===== config.mk =====
export PLATFORM = sky130hd
export DESIGN_NAME = utf8_control_escaper_top_flat
export DESIGN_NICKNAME = d
export VERILOG_FILES = /design/src/sv/utf8e_pkg.sv /design/src/sv/utf8e_in_if.sv /design/src/sv/utf8e_out_if.sv /design/src/sv/utf8_control_escaper_top.sv /design/src/sv/utf8e_emitter.sv /design/src/flat_wrapper.sv
export VERILOG_INCLUDE_DIRS = /design/src /design/src/sv
export SDC_FILE = /design/constraint.sdc
export NUM_CORES = 1
export LEC_CHECK = 0
export ABC_AREA = 1
export BUFFER_PORTS_ARGS = -buffer_cell sky130_fd_sc_hd__buf_2
export CAP_MARGIN = 10
export CORE_MARGIN = 2
export CORE_UTILIZATION = 30
export DETAILED_ROUTE_END_ITERATION = 10
export PLACE_DENSITY_LB_ADDON = 0.15
export SYNTH_ARGS = -nofsm -noshare
export SYNTH_HDL_FRONTEND = slang
export SYNTH_SLANG_ARGS = --single-unit

===== constraint.sdc =====
create_clock -name clk -period 17.05 [get_ports clk]
set_clock_uncertainty 0.15 [all_clocks]
set_input_delay 1.705 -clock clk [delete_from_list [all_inputs] [get_ports clk]]
set_output_delay 1.705 -clock clk [all_outputs]
set_load 0.005 [all_outputs]

===== src/sv/utf8_control_escaper_top_macros.svh =====
// ---------------------------------------------------------------------------
// utf8_control_escaper_top assertion macros
// Clocked assertion shorthands shared by the escaper modules.
// ---------------------------------------------------------------------------
`ifndef UTF8_CONTROL_ESCAPER_TOP_MACROS_SVH
`define UTF8_CONTROL_ESCAPER_TOP_MACROS_SVH

// Same-cycle implication on clk, disabled during reset.
`define UTF8E_ASSERT_IMPLIES(label, ante, cons, msg) \
	label: assert property (@(posedge clk) disable iff (!arst_n) (ante) |-> (cons)) \
		else $error(msg);

// Next-cycle implication on clk, disabled during reset.
`define UTF8E_ASSERT_NEXT(label, ante, cons, msg) \
	label: assert property (@(posedge clk) disable iff (!arst_n) (ante) |=> (cons)) \
		else $error(msg);

`endif


===== src/sv/utf8e_pkg.sv =====
// ---------------------------------------------------------------------------
// utf8e_pkg
// Types, byte classes, code point limits and the format-character ROM.
// ---------------------------------------------------------------------------
package utf8e_pkg;

	typedef enum logic {
		ST_IDLE,
		ST_DECIDE
	} top_state_t;

	typedef enum logic [1:0] {
		EM_IDLE,
		EM_LOAD,
		EM_EMIT
	} emit_state_t;

	// One output unit: a raw byte (val[7:0]) or a \u escape of val.
	typedef struct packed {
		logic        esc;
		logic [20:0] val;
	} item_t;

	localparam int MAX_ITEMS = 4;

	typedef struct packed {
		logic                        valid;
		logic [2:0]                  count;
		logic                        eot;
		item_t [MAX_ITEMS-1:0]       items;
	} load_t;

	localparam logic [7:0] LEAD2_MIN = 8'hC2;
	localparam logic [7:0] LEAD2_MAX = 8'hDF;
	localparam logic [7:0] LEAD3_MIN = 8'hE0;
	localparam logic [7:0] LEAD3_MAX = 8'hEF;
	localparam logic [7:0] LEAD4_MIN = 8'hF0;
	localparam logic [7:0] LEAD4_MAX = 8'hF4;
	localparam logic [7:0] ASCII_DEL = 8'h7F;
	localparam logic [7:0] ASCII_SPACE = 8'h20;

	localparam logic [20:0] CP_MAX       = 21'h10FFFF;
	localparam logic [20:0] SURR_LO      = 21'h00D800;
	localparam logic [20:0] SURR_HI      = 21'h00DFFF;
	localparam logic [20:0] ESC_BYTE_BASE = 21'h00DC00;
	localparam logic [20:0] MIN_LEN2     = 21'h000080;
	localparam logic [20:0] MIN_LEN3     = 21'h000800;
	localparam logic [20:0] MIN_LEN4     = 21'h010000;
	localparam logic [20:0] CTRL_LIMIT   = 21'h000020;
	localparam logic [20:0] C1_LO        = 21'h00007F;
	localparam logic [20:0] C1_HI        = 21'h00009F;
	localparam logic [20:0] LINE_SEP     = 21'h002028;
	localparam logic [20:0] PARA_SEP     = 21'h002029;

	localparam logic [7:0] CH_BSLASH = 8'h5C;
	localparam logic [7:0] CH_U      = 8'h75;
	localparam logic [7:0] CH_ZERO   = 8'h30;
	localparam logic [7:0] CH_HEX_A  = 8'h57;   // 'a' - 10

	localparam int FMT_RANGE_COUNT = 21;

	localparam logic [20:0] FMT_FIRST [FMT_RANGE_COUNT] = '{
		21'h000AD, 21'h00600, 21'h0061C, 21'h006DD, 21'h0070F, 21'h00890,
		21'h008E2, 21'h0180E, 21'h0200B, 21'h0202A, 21'h02060, 21'h02066,
		21'h0FEFF, 21'h0FFF9, 21'h110BD, 21'h110CD, 21'h13430, 21'h1BCA0,
		21'h1D173, 21'hE0001, 21'hE0020
	};

	localparam logic [20:0] FMT_LAST [FMT_RANGE_COUNT] = '{
		21'h000AD, 21'h00605, 21'h0061C, 21'h006DD, 21'h0070F, 21'h00891,
		21'h008E2, 21'h0180E, 21'h0200F, 21'h0202E, 21'h02064, 21'h0206F,
		21'h0FEFF, 21'h0FFFB, 21'h110BD, 21'h110CD, 21'h1343F, 21'h1BCA3,
		21'h1D17A, 21'hE0001, 21'hE007F
	};

	function automatic logic is_hidden(input logic [20:0] cp);
		logic hit;
		hit = (cp < CTRL_LIMIT) || (cp >= C1_LO && cp <= C1_HI) ||
		      (cp == LINE_SEP) || (cp == PARA_SEP);
		for (int i = 0; i < FMT_RANGE_COUNT; i++) begin
			if (cp >= FMT_FIRST[i] && cp <= FMT_LAST[i]) begin
				hit = 1'b1;
			end
		end
		return hit;
	endfunction

endpackage


===== src/sv/utf8e_in_if.sv =====
// ---------------------------------------------------------------------------
// utf8e_in_if
// Raw text byte channel: valid/ready with byte and end-of-text mark.
// ---------------------------------------------------------------------------
interface utf8e_in_if;
	logic       valid;
	logic       ready;
	logic [7:0] data_byte;
	logic       end_of_text;

	modport source (output valid, output data_byte, output end_of_text, input ready);
	modport sink (input valid, input data_byte, input end_of_text, output ready);
endinterface


===== src/sv/utf8e_out_if.sv =====
// ---------------------------------------------------------------------------
// utf8e_out_if
// Sanitized byte channel: valid/ready with byte and run/text end marks.
// ---------------------------------------------------------------------------
interface utf8e_out_if;
	logic       valid;
	logic       ready;
	logic [7:0] out_byte;
	logic       last_of_run;
	logic       text_done;

	modport source (output valid, output out_byte, output last_of_run,
		output text_done, input ready);
	modport sink (input valid, input out_byte, input last_of_run,
		input text_done, output ready);
endinterface


===== src/sv/utf8_control_escaper_top.sv =====
// ---------------------------------------------------------------------------
// utf8_control_escaper_top
// UTF-8 sanitizer: copies well-formed visible text, escapes hidden code
// points as \u plus 4 to 6 hex digits, broken-sequence bytes as \udcXX.
// ---------------------------------------------------------------------------
// Usage: feed raw bytes on raw, marking the last byte of a text with
// end_of_text; read sanitized bytes on clean. An input byte is transferred,
// then decoded; each output unit it releases is loaded, then sent byte by
// byte, where a unit is one copied byte or an escape of 6 to 8 bytes. The
// single output sequencer sends one byte per cycle while clean takes them,
// pausing to load each unit and stalling while clean is not ready. A byte
// may produce no output (pending multi-byte sequence) or up to 24 bytes.
// The next byte is taken once the final output byte sits in the output
// register, even if clean has not yet taken it.
// ---------------------------------------------------------------------------
`include "utf8_control_escaper_top_macros.svh"

module utf8_control_escaper_top (
	input  logic        clk,
	input  logic        arst_n,
	utf8e_in_if.sink    raw,
	utf8e_out_if.source clean
);

	utf8e_pkg::top_state_t st_q, st_d;

	logic [7:0]  byte_q;
	logic        eot_q;
	logic [1:0]  pc_q, pc_d;
	logic [2:0]  el_q, el_d;
	logic [20:0] pv_q, pv_d;
	logic [7:0]  pb_q [3];
	logic [7:0]  pb_d [3];

	logic [20:0] v_d;
	logic [20:0] vmin;
	logic        cont;
	logic        extend;
	logic        bad;
	logic        em_busy;
	logic        xfer;
	logic [2:0]  cnt_d;
	utf8e_pkg::item_t [utf8e_pkg::MAX_ITEMS-1:0] it_d;
	utf8e_pkg::load_t ld;

	assign xfer = raw.valid && raw.ready;

	always_ff @(posedge clk or negedge arst_n) begin
		if (!arst_n) begin
			st_q <= utf8e_pkg::ST_IDLE;
		end else begin
			st_q <= st_d;
		end
	end

	always_comb begin
		st_d      = st_q;
		raw.ready = 1'b0;
		case (st_q)
			utf8e_pkg::ST_IDLE: begin
				raw.ready = !em_busy;
				if (raw.valid && !em_busy) begin
					st_d = utf8e_pkg::ST_DECIDE;
				end
			end
			utf8e_pkg::ST_DECIDE: begin
				st_d = utf8e_pkg::ST_IDLE;
			end
			default: begin
				st_d = utf8e_pkg::ST_IDLE;
			end
		endcase
	end

	always_ff @(posedge clk or negedge arst_n) begin
		if (!arst_n) begin
			pc_q <= '0;
			el_q <= '0;
			pv_q <= '0;
		end else if (st_q == utf8e_pkg::ST_DECIDE) begin
			pc_q <= pc_d;
			el_q <= el_d;
			pv_q <= pv_d;
		end
	end

	always_ff @(posedge clk) begin
		if (xfer) begin
			byte_q <= raw.data_byte;
			eot_q  <= raw.end_of_text;
		end
		if (st_q == utf8e_pkg::ST_DECIDE) begin
			pb_q <= pb_d;
		end
	end

	assign v_d    = {pv_q[14:0], byte_q[5:0]};
	assign cont   = (byte_q[7:6] == 2'b10);
	assign extend = ((3'({1'b0, pc_q}) + 3'd1) < el_q) && (pc_q != 2'd3);
	assign vmin   = (el_q == 3'd2) ? utf8e_pkg::MIN_LEN2 :
	                (el_q == 3'd3) ? utf8e_pkg::MIN_LEN3 : utf8e_pkg::MIN_LEN4;
	assign bad    = (v_d < vmin) || (v_d > utf8e_pkg::CP_MAX) ||
	                (v_d >= utf8e_pkg::SURR_LO && v_d <= utf8e_pkg::SURR_HI);

	// Build the unit list for the held byte and the next sequence state.
	always_comb begin
		cnt_d = '0;
		it_d  = '0;
		pc_d  = pc_q;
		el_d  = el_q;
		pv_d  = pv_q;
		pb_d  = pb_q;

		if (pc_q == 2'd0 || !cont) begin
			// Escape the broken sequence, then treat the byte as a new lead.
			for (int i = 0; i < 3; i++) begin
				if (2'(i) < pc_q) begin
					it_d[cnt_d[1:0]].esc = 1'b1;
					it_d[cnt_d[1:0]].val = utf8e_pkg::ESC_BYTE_BASE + 21'(pb_q[i]);
					cnt_d = cnt_d + 3'd1;
				end
			end
			pc_d = '0;
			el_d = '0;
			pv_d = '0;
			if (!byte_q[7]) begin
				it_d[cnt_d[1:0]].esc = (byte_q < utf8e_pkg::ASCII_SPACE) ||
				                       (byte_q == utf8e_pkg::ASCII_DEL);
				it_d[cnt_d[1:0]].val = 21'(byte_q);
				cnt_d = cnt_d + 3'd1;
			end else if (byte_q >= utf8e_pkg::LEAD2_MIN && byte_q <= utf8e_pkg::LEAD2_MAX) begin
				el_d    = 3'd2;
				pv_d    = 21'(byte_q[4:0]);
				pb_d[0] = byte_q;
				pc_d    = 2'd1;
			end else if (byte_q >= utf8e_pkg::LEAD3_MIN && byte_q <= utf8e_pkg::LEAD3_MAX) begin
				el_d    = 3'd3;
				pv_d    = 21'(byte_q[3:0]);
				pb_d[0] = byte_q;
				pc_d    = 2'd1;
			end else if (byte_q >= utf8e_pkg::LEAD4_MIN && byte_q <= utf8e_pkg::LEAD4_MAX) begin
				el_d    = 3'd4;
				pv_d    = 21'(byte_q[2:0]);
				pb_d[0] = byte_q;
				pc_d    = 2'd1;
			end else begin
				it_d[cnt_d[1:0]].esc = 1'b1;
				it_d[cnt_d[1:0]].val = utf8e_pkg::ESC_BYTE_BASE + 21'(byte_q);
				cnt_d = cnt_d + 3'd1;
			end
		end else if (extend) begin
			pb_d[pc_q] = byte_q;
			pc_d       = pc_q + 2'd1;
			pv_d       = v_d;
		end else begin
			if (bad) begin
				for (int i = 0; i < 3; i++) begin
					if (2'(i) < pc_q) begin
						it_d[cnt_d[1:0]].esc = 1'b1;
						it_d[cnt_d[1:0]].val = utf8e_pkg::ESC_BYTE_BASE + 21'(pb_q[i]);
						cnt_d = cnt_d + 3'd1;
					end
				end
				it_d[cnt_d[1:0]].esc = 1'b1;
				it_d[cnt_d[1:0]].val = utf8e_pkg::ESC_BYTE_BASE + 21'(byte_q);
				cnt_d = cnt_d + 3'd1;
			end else if (utf8e_pkg::is_hidden(v_d)) begin
				it_d[cnt_d[1:0]].esc = 1'b1;
				it_d[cnt_d[1:0]].val = v_d;
				cnt_d = cnt_d + 3'd1;
			end else begin
				for (int i = 0; i < 3; i++) begin
					if (2'(i) < pc_q) begin
						it_d[cnt_d[1:0]].esc = 1'b0;
						it_d[cnt_d[1:0]].val = 21'(pb_q[i]);
						cnt_d = cnt_d + 3'd1;
					end
				end
				it_d[cnt_d[1:0]].esc = 1'b0;
				it_d[cnt_d[1:0]].val = 21'(byte_q);
				cnt_d = cnt_d + 3'd1;
			end
			pc_d = '0;
			el_d = '0;
			pv_d = '0;
		end

		// Text ends with a sequence still open: escape what is left.
		if (eot_q && pc_d != 2'd0) begin
			for (int i = 0; i < 3; i++) begin
				if (2'(i) < pc_d) begin
					it_d[cnt_d[1:0]].esc = 1'b1;
					it_d[cnt_d[1:0]].val = utf8e_pkg::ESC_BYTE_BASE + 21'(pb_d[i]);
					cnt_d = cnt_d + 3'd1;
				end
			end
			pc_d = '0;
			el_d = '0;
			pv_d = '0;
		end
	end

	assign ld.valid = (st_q == utf8e_pkg::ST_DECIDE) && (cnt_d != 3'd0);
	assign ld.count = cnt_d;
	assign ld.eot   = eot_q;
	assign ld.items = it_d;

	utf8e_emitter u_emitter (
		.clk    (clk),
		.arst_n (arst_n),
		.ld     (ld),
		.busy   (em_busy),
		.clean  (clean)
	);

	`UTF8E_ASSERT_NEXT(a_accept_decide, xfer, st_q == utf8e_pkg::ST_DECIDE, "no decode after transfer")
	`UTF8E_ASSERT_IMPLIES(a_pending_short, pc_q != 2'd0, el_q > 3'(pc_q), "pending count reached length")
	`UTF8E_ASSERT_NEXT(a_eot_clears, (st_q == utf8e_pkg::ST_DECIDE) && eot_q, pc_q == 2'd0, "sequence left open at text end")

endmodule


===== src/sv/utf8e_emitter.sv =====
// ---------------------------------------------------------------------------
// utf8e_emitter
// Output sequencer: loads each of up to four units, then sends one byte per
// cycle when clean has room, expanding escapes via a nibble shift register.
// ---------------------------------------------------------------------------
`include "utf8_control_escaper_top_macros.svh"

module utf8e_emitter (
	input  logic                clk,
	input  logic                arst_n,
	input  utf8e_pkg::load_t    ld,
	output logic                busy,
	utf8e_out_if.source         clean
);

	utf8e_pkg::emit_state_t st_q, st_d;

	utf8e_pkg::item_t [utf8e_pkg::MAX_ITEMS-1:0] it_q, it_d;
	logic [2:0]  cnt_q, cnt_d;
	logic        eot_q, eot_d;
	logic [1:0]  ip_q, ip_d;
	logic [2:0]  pos_q, pos_d;
	logic [3:0]  len_q, len_d;
	logic [23:0] sh_q, sh_d;

	logic        out_valid_q, out_valid_d;
	logic [7:0]  out_byte_q, out_byte_d;
	logic        out_last_q, out_last_d;
	logic        out_done_q, out_done_d;

	utf8e_pkg::item_t cur;
	logic             room;
	logic             last_item;
	logic             last_run;
	logic [3:0]       nib;

	assign cur       = it_q[ip_q];
	assign room      = !out_valid_q || clean.ready;
	assign last_item = (4'({1'b0, pos_q}) + 4'd1) == len_q;
	assign last_run  = last_item && ((3'({1'b0, ip_q}) + 3'd1) == cnt_q);
	assign nib       = sh_q[23:20];
	assign busy      = (st_q != utf8e_pkg::EM_IDLE);

	always_ff @(posedge clk or negedge arst_n) begin
		if (!arst_n) begin
			st_q <= utf8e_pkg::EM_IDLE;
		end else begin
			st_q <= st_d;
		end
	end

	always_ff @(posedge clk or negedge arst_n) begin
		if (!arst_n) begin
			ip_q        <= '0;
			pos_q       <= '0;
			out_valid_q <= 1'b0;
		end else begin
			ip_q        <= ip_d;
			pos_q       <= pos_d;
			out_valid_q <= out_valid_d;
		end
	end

	always_ff @(posedge clk) begin
		it_q       <= it_d;
		cnt_q      <= cnt_d;
		eot_q      <= eot_d;
		len_q      <= len_d;
		sh_q       <= sh_d;
		out_byte_q <= out_byte_d;
		out_last_q <= out_last_d;
		out_done_q <= out_done_d;
	end

	always_comb begin
		st_d        = st_q;
		it_d        = it_q;
		cnt_d       = cnt_q;
		eot_d       = eot_q;
		ip_d        = ip_q;
		pos_d       = pos_q;
		len_d       = len_q;
		sh_d        = sh_q;
		out_byte_d  = out_byte_q;
		out_last_d  = out_last_q;
		out_done_d  = out_done_q;
		out_valid_d = out_valid_q && !clean.ready;

		case (st_q)
			utf8e_pkg::EM_IDLE: begin
				if (ld.valid) begin
					it_d  = ld.items;
					cnt_d = ld.count;
					eot_d = ld.eot;
					ip_d  = '0;
					st_d  = utf8e_pkg::EM_LOAD;
				end
			end
			utf8e_pkg::EM_LOAD: begin
				// Size the unit and left-align its leading hex digit.
				pos_d = '0;
				if (!cur.esc) begin
					len_d = 4'd1;
					sh_d  = '0;
				end else if (cur.val[20]) begin
					len_d = 4'd8;
					sh_d  = {3'b000, cur.val};
				end else if (cur.val[19:16] != 4'd0) begin
					len_d = 4'd7;
					sh_d  = {cur.val[19:0], 4'd0};
				end else begin
					len_d = 4'd6;
					sh_d  = {cur.val[15:0], 8'd0};
				end
				st_d = utf8e_pkg::EM_EMIT;
			end
			utf8e_pkg::EM_EMIT: begin
				if (room) begin
					out_valid_d = 1'b1;
					out_last_d  = last_run;
					out_done_d  = last_run && eot_q;
					if (!cur.esc) begin
						out_byte_d = cur.val[7:0];
					end else if (pos_q == 3'd0) begin
						out_byte_d = utf8e_pkg::CH_BSLASH;
					end else if (pos_q == 3'd1) begin
						out_byte_d = utf8e_pkg::CH_U;
					end else begin
						out_byte_d = (nib < 4'd10) ? (utf8e_pkg::CH_ZERO + 8'(nib))
						                           : (utf8e_pkg::CH_HEX_A + 8'(nib));
						sh_d = {sh_q[19:0], 4'd0};
					end
					if (last_run) begin
						st_d = utf8e_pkg::EM_IDLE;
					end else if (last_item) begin
						ip_d = ip_q + 2'd1;
						st_d = utf8e_pkg::EM_LOAD;
					end else begin
						pos_d = pos_q + 3'd1;
					end
				end
			end
			default: begin
				st_d = utf8e_pkg::EM_IDLE;
			end
		endcase
	end

	assign clean.valid       = out_valid_q;
	assign clean.out_byte    = out_byte_q;
	assign clean.last_of_run = out_last_q;
	assign clean.text_done   = out_done_q;

	`UTF8E_ASSERT_IMPLIES(a_load_when_idle, ld.valid, st_q == utf8e_pkg::EM_IDLE, "load while busy")
	`UTF8E_ASSERT_IMPLIES(a_load_count, ld.valid, (ld.count != 3'd0) && (ld.count <= 3'd4), "bad unit count")
	`UTF8E_ASSERT_IMPLIES(a_pos_in_unit, st_q == utf8e_pkg::EM_EMIT, 4'(pos_q) < len_q, "position past unit")
	`UTF8E_ASSERT_IMPLIES(a_done_is_last, out_valid_q && out_done_q, out_last_q, "text end without run end")

endmodule


===== src/flat_wrapper.sv =====
// flat-port wrapper written by rule: the top's interface ports become plain ports
module utf8_control_escaper_top_flat 
  (clk, arst_n, raw_valid, raw_data_byte, raw_end_of_text, raw_ready, clean_valid, clean_out_byte, clean_last_of_run, clean_text_done, clean_ready);
  utf8e_in_if raw_i ();
  utf8e_out_if clean_i ();
  input  logic clk;
  input  logic arst_n;
  input wire logic [$bits(raw_i.valid)-1:0] raw_valid;
  input wire logic [$bits(raw_i.data_byte)-1:0] raw_data_byte;
  input wire logic [$bits(raw_i.end_of_text)-1:0] raw_end_of_text;
  output wire logic [$bits(raw_i.ready)-1:0] raw_ready;
  output wire logic [$bits(clean_i.valid)-1:0] clean_valid;
  output wire logic [$bits(clean_i.out_byte)-1:0] clean_out_byte;
  output wire logic [$bits(clean_i.last_of_run)-1:0] clean_last_of_run;
  output wire logic [$bits(clean_i.text_done)-1:0] clean_text_done;
  input wire logic [$bits(clean_i.ready)-1:0] clean_ready;
  assign raw_i.valid = raw_valid;
  assign raw_i.data_byte = raw_data_byte;
  assign raw_i.end_of_text = raw_end_of_text;
  assign raw_ready = raw_i.ready;
  assign clean_valid = clean_i.valid;
  assign clean_out_byte = clean_i.out_byte;
  assign clean_last_of_run = clean_i.last_of_run;
  assign clean_text_done = clean_i.text_done;
  assign clean_i.ready = clean_ready;
  utf8_control_escaper_top u_core (.clk(clk), .arst_n(arst_n), .raw(raw_i), .clean(clean_i));
endmodule

==> impl_results.md, run 1 <==
* RSZ-0062 raised after global routing: no
* Endpoints failing setup at 0
* Max H-tree Level at 4
* GPL Wtd Cong at about 0.96
* Via density per instance at ~5.5
* Number of buffers created by CTS at 17
* Worst setup path class: flip-flop to flip-flop
* Fin crit share at 42.6%
* WL final at approximately 46000 um
* Mapped cell area at around 0.011 sq mm
* Post-synthesis sequential area ratio at approximately two fifths
* CP Launch Type: flip-flop
* CP Capture Type: flip-flop
* DRT iter0 DRCs at about 1300
* Yosys reg bits at roughly 160
* Ratio of cells with drive above 1 in the final layout at under 10%
* Filler cell count at between 4000 and 5000
* CP top delay family: simple AND/OR/NAND/NOR gates
* Vias in the first global route at about 11000
* Final WS setup at between 9 and 10 ns
* Max clock buf depth at 2
* First-pass GRT wire length at between 60000 and 70000 um
* TritonRoute pass-1 iters at 6
* Ports at 25
* Initial Util at a little under a third
* Max-Slew Margin vs Limit at between 10% and 20%
* Antenna viol nets, final at 0
* Yosys warns at 0
* Peak VDD IR at approximately 0.075 mV
* Gr ovfl total at 0
* DPL Wire Length at approximately 35000 um
* Crit path DAT at between 7 and 8 ns
* Synth cell types at 56
* Die Ht at 199 um
* EDFF count, synth at approximately 130
* Post-Syn Area per Cell at approximately 7.3 sq um
* Input/output buffers at 24
* Worst slew pin tran at around 1.2 ns
* DIE AREA at 0.0395 sq mm
* Fin util at between 30% and 40%
* Max cap viols at 0
* Row count at 71
* Hold_ws at approximately 0.38 ns
* Final Hold Fails at 0
* Synth async-reset ratio at 18.7%
* Cell mode on critical path: nand2_1
* Clk slew on worst S/H paths at around 0.070 ns
* Skew-Pair Late Insertion Delay at 0.45 ns
* Crit path largest cell delay at 0.79 ns
* CP Buf/Inv Count at 5
* Leakage at ~5.3 nW
* Slew Limit Fails at 0
* Hold_buf cts at 0
* Gate Count Post-Synth at 1559
* Drt drc at 0
* Die W at between 150 and 200 um
* Hold Path Class: flip-flop to flip-flop
* Reg2reg setup slack at 9.78 ns
* Largest net degree at the start of global routing at 45
* Setup bufs post-CTS at 0
* TNS Setup at 0 ns
* GR Util All Layers at about a quarter
* Upper clock frequency limit at roughly 140 MHz
* Initial antenna violation count at 1
* Outcome: complete, no violations
* CTS tree: built
* Commonest register cell after synthesis: edfxtp_1
* PwrDens at roughly 160 mW/mm^2
* Via Count at 11300
* Core Region at roughly 0.037 sq mm
* CP required at around 17 ns
* Crit Path Max Fanout at slightly above 40
* CTS Sinks at between 150 and 200
* Routed len/inst at roughly 22 um
* Syn-to-layout area delta at 10.6%
* Slowest CP cell: edfxtp_1
* Post-CTS sizing at 0
* Post-layout nets at approximately 1600
* Synth Net Count at 1600
* Pre-CTS setup slack at between 9 and 10 ns
* CTS root buf: clkbuf_16
* Final Critical Period at about 7.3 ns
## where the power goes
part	leakage (nW)	switching (W)	internal [W]	total [W]
clock network	0.309	0.000180	0.000237	0.000417
logic	3.48	0.000664	0.000247	0.000910
registers	1.56	0.0000802	0.000558	0.000638
total	5.35	0.000924	0.00104	0.00197
## final timing paths
| path | from | end | depth (start not counted) |
|---|---|---|---|
| max | u_core.byte_q[1] | u_core.u_emitter.it_q[16] | 27 |
| min | u_core.u_emitter.sh_q[18] | u_core.u_emitter.sh_q[22] | 2 |
| max reg2reg | u_core.byte_q[1] | u_core.u_emitter.it_q[16] | 27 |
| min reg2reg | u_core.u_emitter.sh_q[18] | u_core.u_emitter.sh_q[22] | 2 |
| max in group asynchronous | arst_n | u_core.st_q | 1 |
| min in group asynchronous | arst_n | u_core.u_emitter.pos_q[2] | 1 |
## cell families (layout without fill, tap and decap cells)
group,Yosys count,in the layout,synth area share [%]
other,1,2,0.0329
xor gates and xnor gates,7,7,0.538
AOI/OAI and AO/OA,384,384,20.5
adders and majority gates,28,28,3.08
muxes,1,1,0.0879
buffers and inverters,263,265,9.04
and+or+nand+nor,720,720,27.1
DFF,155,155,39.6
## through the flow
step                instance area, sq um  cells  power (W)
floorplan                          11400   1559    0.00121
global placement                   12000   2040    0.00156
detailed placement                 12000   2040    0.00155
CTS                                12600   2072    0.00197
global route                       12600   2072    0.00210
finish                             12600   2073    0.00197
## synth_stat cells, types with 15 or more instances
cell type | count | area [sq um]
o221ai_1 | 15 | 131
o21ai_0 | 135 | 676
nand2_1 | 368 | 1380
inv_1 | 170 | 638
edfxtp_1 | 126 | 3780
a21oi_1 | 95 | 475
clkbuf_1 | 41 | 154
nor2_1 | 180 | 676
o22ai_1 | 20 | 125
nor3_1 | 16 | 80.1
nand3_1 | 88 | 440
inv_2 | 21 | 78.8
ha_1 | 28 | 350
dfrtp_1 | 29 | 726
o211ai_1 | 30 | 225
buf_2 | 19 | 95.1
## worst min-delay path, cell delays in order (launching register included)
cell      delay [ns]
edfxtp_1        0.32
nand2_1         0.04
o21ai_0         0.06
## registers in the layout, summed over array words and instances, names as in the netlist, 2 cells and up
signal	flops
u_core.u_emitter.st_q	2
u_core.u_emitter.pos_q	3
u_core.u_emitter.ip_q	2
u_core.u_emitter.clean.out_byte	8
u_core.u_emitter.len_q	3
u_core.u_emitter.it_q	52
u_core.pc_q	2
u_core.u_emitter.cnt_q	3
u_core.u_emitter.sh_q	24
u_core.pb_q	24
u_core.pv_q	15
u_core.el_q	3
u_core.byte_q	8
## cells in the final DEF, fill, tap and decap left out, drive strengths merged, types with 6 or more instances in the layout
cell,instances
a32o,6
a21oi,97
clkinv,7
dfrtp,29
nor3,18
a31oi,13
o221ai,15
ha,28
o22ai,20
nor2,197
nand4,11
inv,199
buf,38
nand3,93
o2111ai,10
edfxtp,126
o21ai,143
or2,10
a22oi,9
a32oi,9
nand2,387
o211ai,30
clkbuf,17
## metal layers
metal	up-vias	global-route usage (%)	part of all wire, %
met5	-	0	0
met4	0	9.40	3.5
met3	79	4.83	7.1
met2	490	37.6	45
met1	5434	31.9	44
li1	5306	-	-
## layout make-up
| cell class | instances | area [sq um] | share of cell area, % |
|---|---|---|---|
| clock inverter | 15 | 204 | 1.62 |
| inverter | 195 | 732 | 5.81 |
| tap | 511 | 639 | 5.07 |
| timing repair buffer | 38 | 225 | 1.79 |
| sequential | 155 | 4510 | 35.8 |
| antenna | 1 | 2.50 | 0.0199 |
| multi-input combinational | 1141 | 5860 | 46.5 |
| clock buffer | 17 | 425 | 3.38 |
Note: power is estimated with default switching activity, not from simulation.
==> run 2, diff against run 1 <==
- clock period: 17.05 -> 6.95 ns (I/O delays scaled with it)
==> run 2 against run 1 <==
  * Critical path depth rose by 6
  * Highest routed layer unchanged
  * Critical path type unchanged
  * Register-to-register slack got worse by 9.2 ns
  * Count of clock-buffer cells in the layout rose by 3
==> impl_results.md, run 2 (same netlist as run 1, synthesis figures left out) <==
* Post-layout nets at 1602 (+0.82%)
* Hold_buf cts at 0 (unchanged)
* Design Power at 0.00476 W (+140%)
* Outcome: complete, no violations
* CP Capture Type: flip-flop
* Die Ht at 199 um (unchanged)
* Peak VDD IR at 0.207 mV (+180%)
* Ratio of cells with drive above 1 in the final layout at 10.4% (+0.75 points)
* Leakage at 5.38 nW (+0.66%)
* Most common cell after layout, fill and taps aside: nand2_1
* Skew-Pair Late Insertion Delay at 0.46 ns (about the same)
* Max H-tree Level at 4 (unchanged)
* First-pass GRT wire length at 69800 um (+1.3%)
* Endpoints failing setup at 0 (unchanged)
* GR Util All Layers at 23.9% (+0.12 points)
* Fin util at 33.7% (+0.12 points)
* Via Count at 11400 (+1.1%)
* Row count at 71 (unchanged)
* Crit Path Max Fanout at 42 (+2.4%)
* RSZ-0062 raised after global routing: no
* Fin crit share at 91.9% (+49 points)
* Largest regs: u_core.u_emitter.it_q: 52 flops, u_core.pb_q: 24 flops, u_core.u_emitter.sh_q: 24 flops
* Via density per instance at 5.48 (+0.51%)
* CTS Sinks at 155 (unchanged)
* Number of buffers created by CTS at 17 (unchanged)
* Clk slew on worst S/H paths at 0.08 ns (about the same)
* Vias in the first global route at 10900 (+1.8%)
* ANT cells at 0 (-1)
* Largest net degree at the start of global routing at 48 (+6.7%)
* Post-CTS sizing at 0 (unchanged)
* Routed len/inst at 22.3 um (about the same)
* Max cap viols at 0 (unchanged)
* Slew Limit Fails at 0 (unchanged)
* Initial antenna violation count at 2 (+1)
* Upper clock frequency limit at 157 MHz (+14%)
* CP Launch Type: flip-flop
* Most frequent cells in the layout: nand2_1, nor2_1, inv_1
* PwrDens at 377 mW/mm^2 (+140%)
* GPL Wtd Cong at 0.972 (+1.1%)
* Max reg flops at 52 (unchanged)
* Max clock buf depth at 2 (unchanged)
* DPL Wire Length at 33900 um (-3.7%)
* Post-DP Area at 0.0121 sq mm (+0.82%)
* Antenna viol nets, final at 0 (unchanged)
* Hold Path Class: input port to async pin
* Slowest CP cell: edfxtp_1
* Worst slew pin tran at 1.32 ns (+0.0839 ns)
* Largest register by flop count: u_core.u_emitter.it_q
* Crit path largest cell delay at 0.79 ns (about the same)
* Cell mode on critical path: nand2_1
* Syn-to-layout area delta at 11.0%
* Die W at 199 um (unchanged)
* Ports at 25 (unchanged)
* Input/output buffers at 24 (unchanged)
* Initial Util at 30.4% (unchanged)
* Crit path DAT at 6.32 ns (-0.88 ns)
* CP required at 6.89 ns (-10.10 ns)
* Gr ovfl total at 0 (unchanged)
* Worst setup path class: flip-flop to flip-flop
* Post-route cell area at 0.0126 sq mm (+0.36%)
* DIE AREA at 0.0395 sq mm (unchanged)
* WL final at 46500 um (+0.53%)
* Filler cell count at 4066 (+0.77%)
* CTS tree: built
* Final Hold Fails at 0 (unchanged)
* TNS Setup at 0 ns (unchanged)
* Max-Slew Margin vs Limit at 10.8% (-5.7 points)
* Core Region at 0.0375 sq mm (unchanged)
* Drt drc at 0 (unchanged)
* Setup bufs post-CTS at 0 (unchanged)
* DRT iter0 DRCs at 1284 (-2.7%)
* TritonRoute pass-1 iters at 5 (-1)
* CTS root buf: clkbuf_16
* Final Critical Period at 6.38 ns (-0.881 ns)
run 2: cell count changes in the layout (fill, tap and decap cells not counted), moves of 2 or more:
| cell | delta |
|---|---|
| buf_4 | +13 |
| bufinv_16 | -3 |
| clkbuf_8 | +2 |
| clkinv_4 | +2 |
| inv_8 | -2 |
run 2: final timing paths:
check,to,startpoint,cells after the start,slack (ns)
min in group clk,u_core.byte_q[1],raw_data_byte[1],1,0.26
hold / removal,u_core.u_emitter.pos_q[0],arst_n,1,0.14
setup / recovery,u_core.u_emitter.it_q[72],u_core.byte_q[4],33,0.57
max in group asynchronous,u_core.st_q,arst_n,1,6.00
setup reg to reg,u_core.u_emitter.it_q[72],u_core.byte_q[4],33,0.57
hold reg to reg,u_core.u_emitter.sh_q[12],u_core.u_emitter.sh_q[8],2,0.42
run 2: per-stage QoR:
step | hold slack [ns] | setup WS, ns | std cells
floorplan | 0.249 | 0.735 | 1559
global placement | 0.396 | 0.714 | 2053
detailed placement | 0.381 | 0.733 | 2053
CTS | 0.159 | 0.694 | 2085
global route | 0.196 | 0.171 | 2085
finish | 0.138 | 0.566 | 2085
run 2: layer usage:
metal / GRT usage (%) / wire length [um] / vias up
li1: - / - / 5334
met1: 32.2 / 20500 / 5449
met2: 36.9 / 20300 / 542
met3: 5.61 / 3990 / 107
met4: 9.89 / 1650 / 0
met5: 0 / 0 / -
run 2: report_power, final:
part	internal (W)	switching [W]
Clock	0.000507	0.000443
Sequential	0.00137	0.000179
Combinational	0.000622	0.00164
Total	0.00250	0.00227
run 2: area by class of cell:
class,instances,area (sq um),area share (%)
clock inverter,12,101,0.801
multi-input combinational,1141,5860,46.4
clock buffer,20,478,3.78
tap,511,639,5.06
timing repair buffer,51,323,2.55
inverter,195,732,5.79
sequential,155,4510,35.7
run 2: critical path, delay by kind of cell, from the launching register on:
family | cells | cell delay, ns
AOI/OAI and AO/OA | 1 | 0.04
xor gates and xnor gates | 1 | 0.19
adders and majority gates | 3 | 0.69
buffers and inverters | 4 | 1.25
DFF | 1 | 0.79
and+or+nand+nor | 24 | 2.87
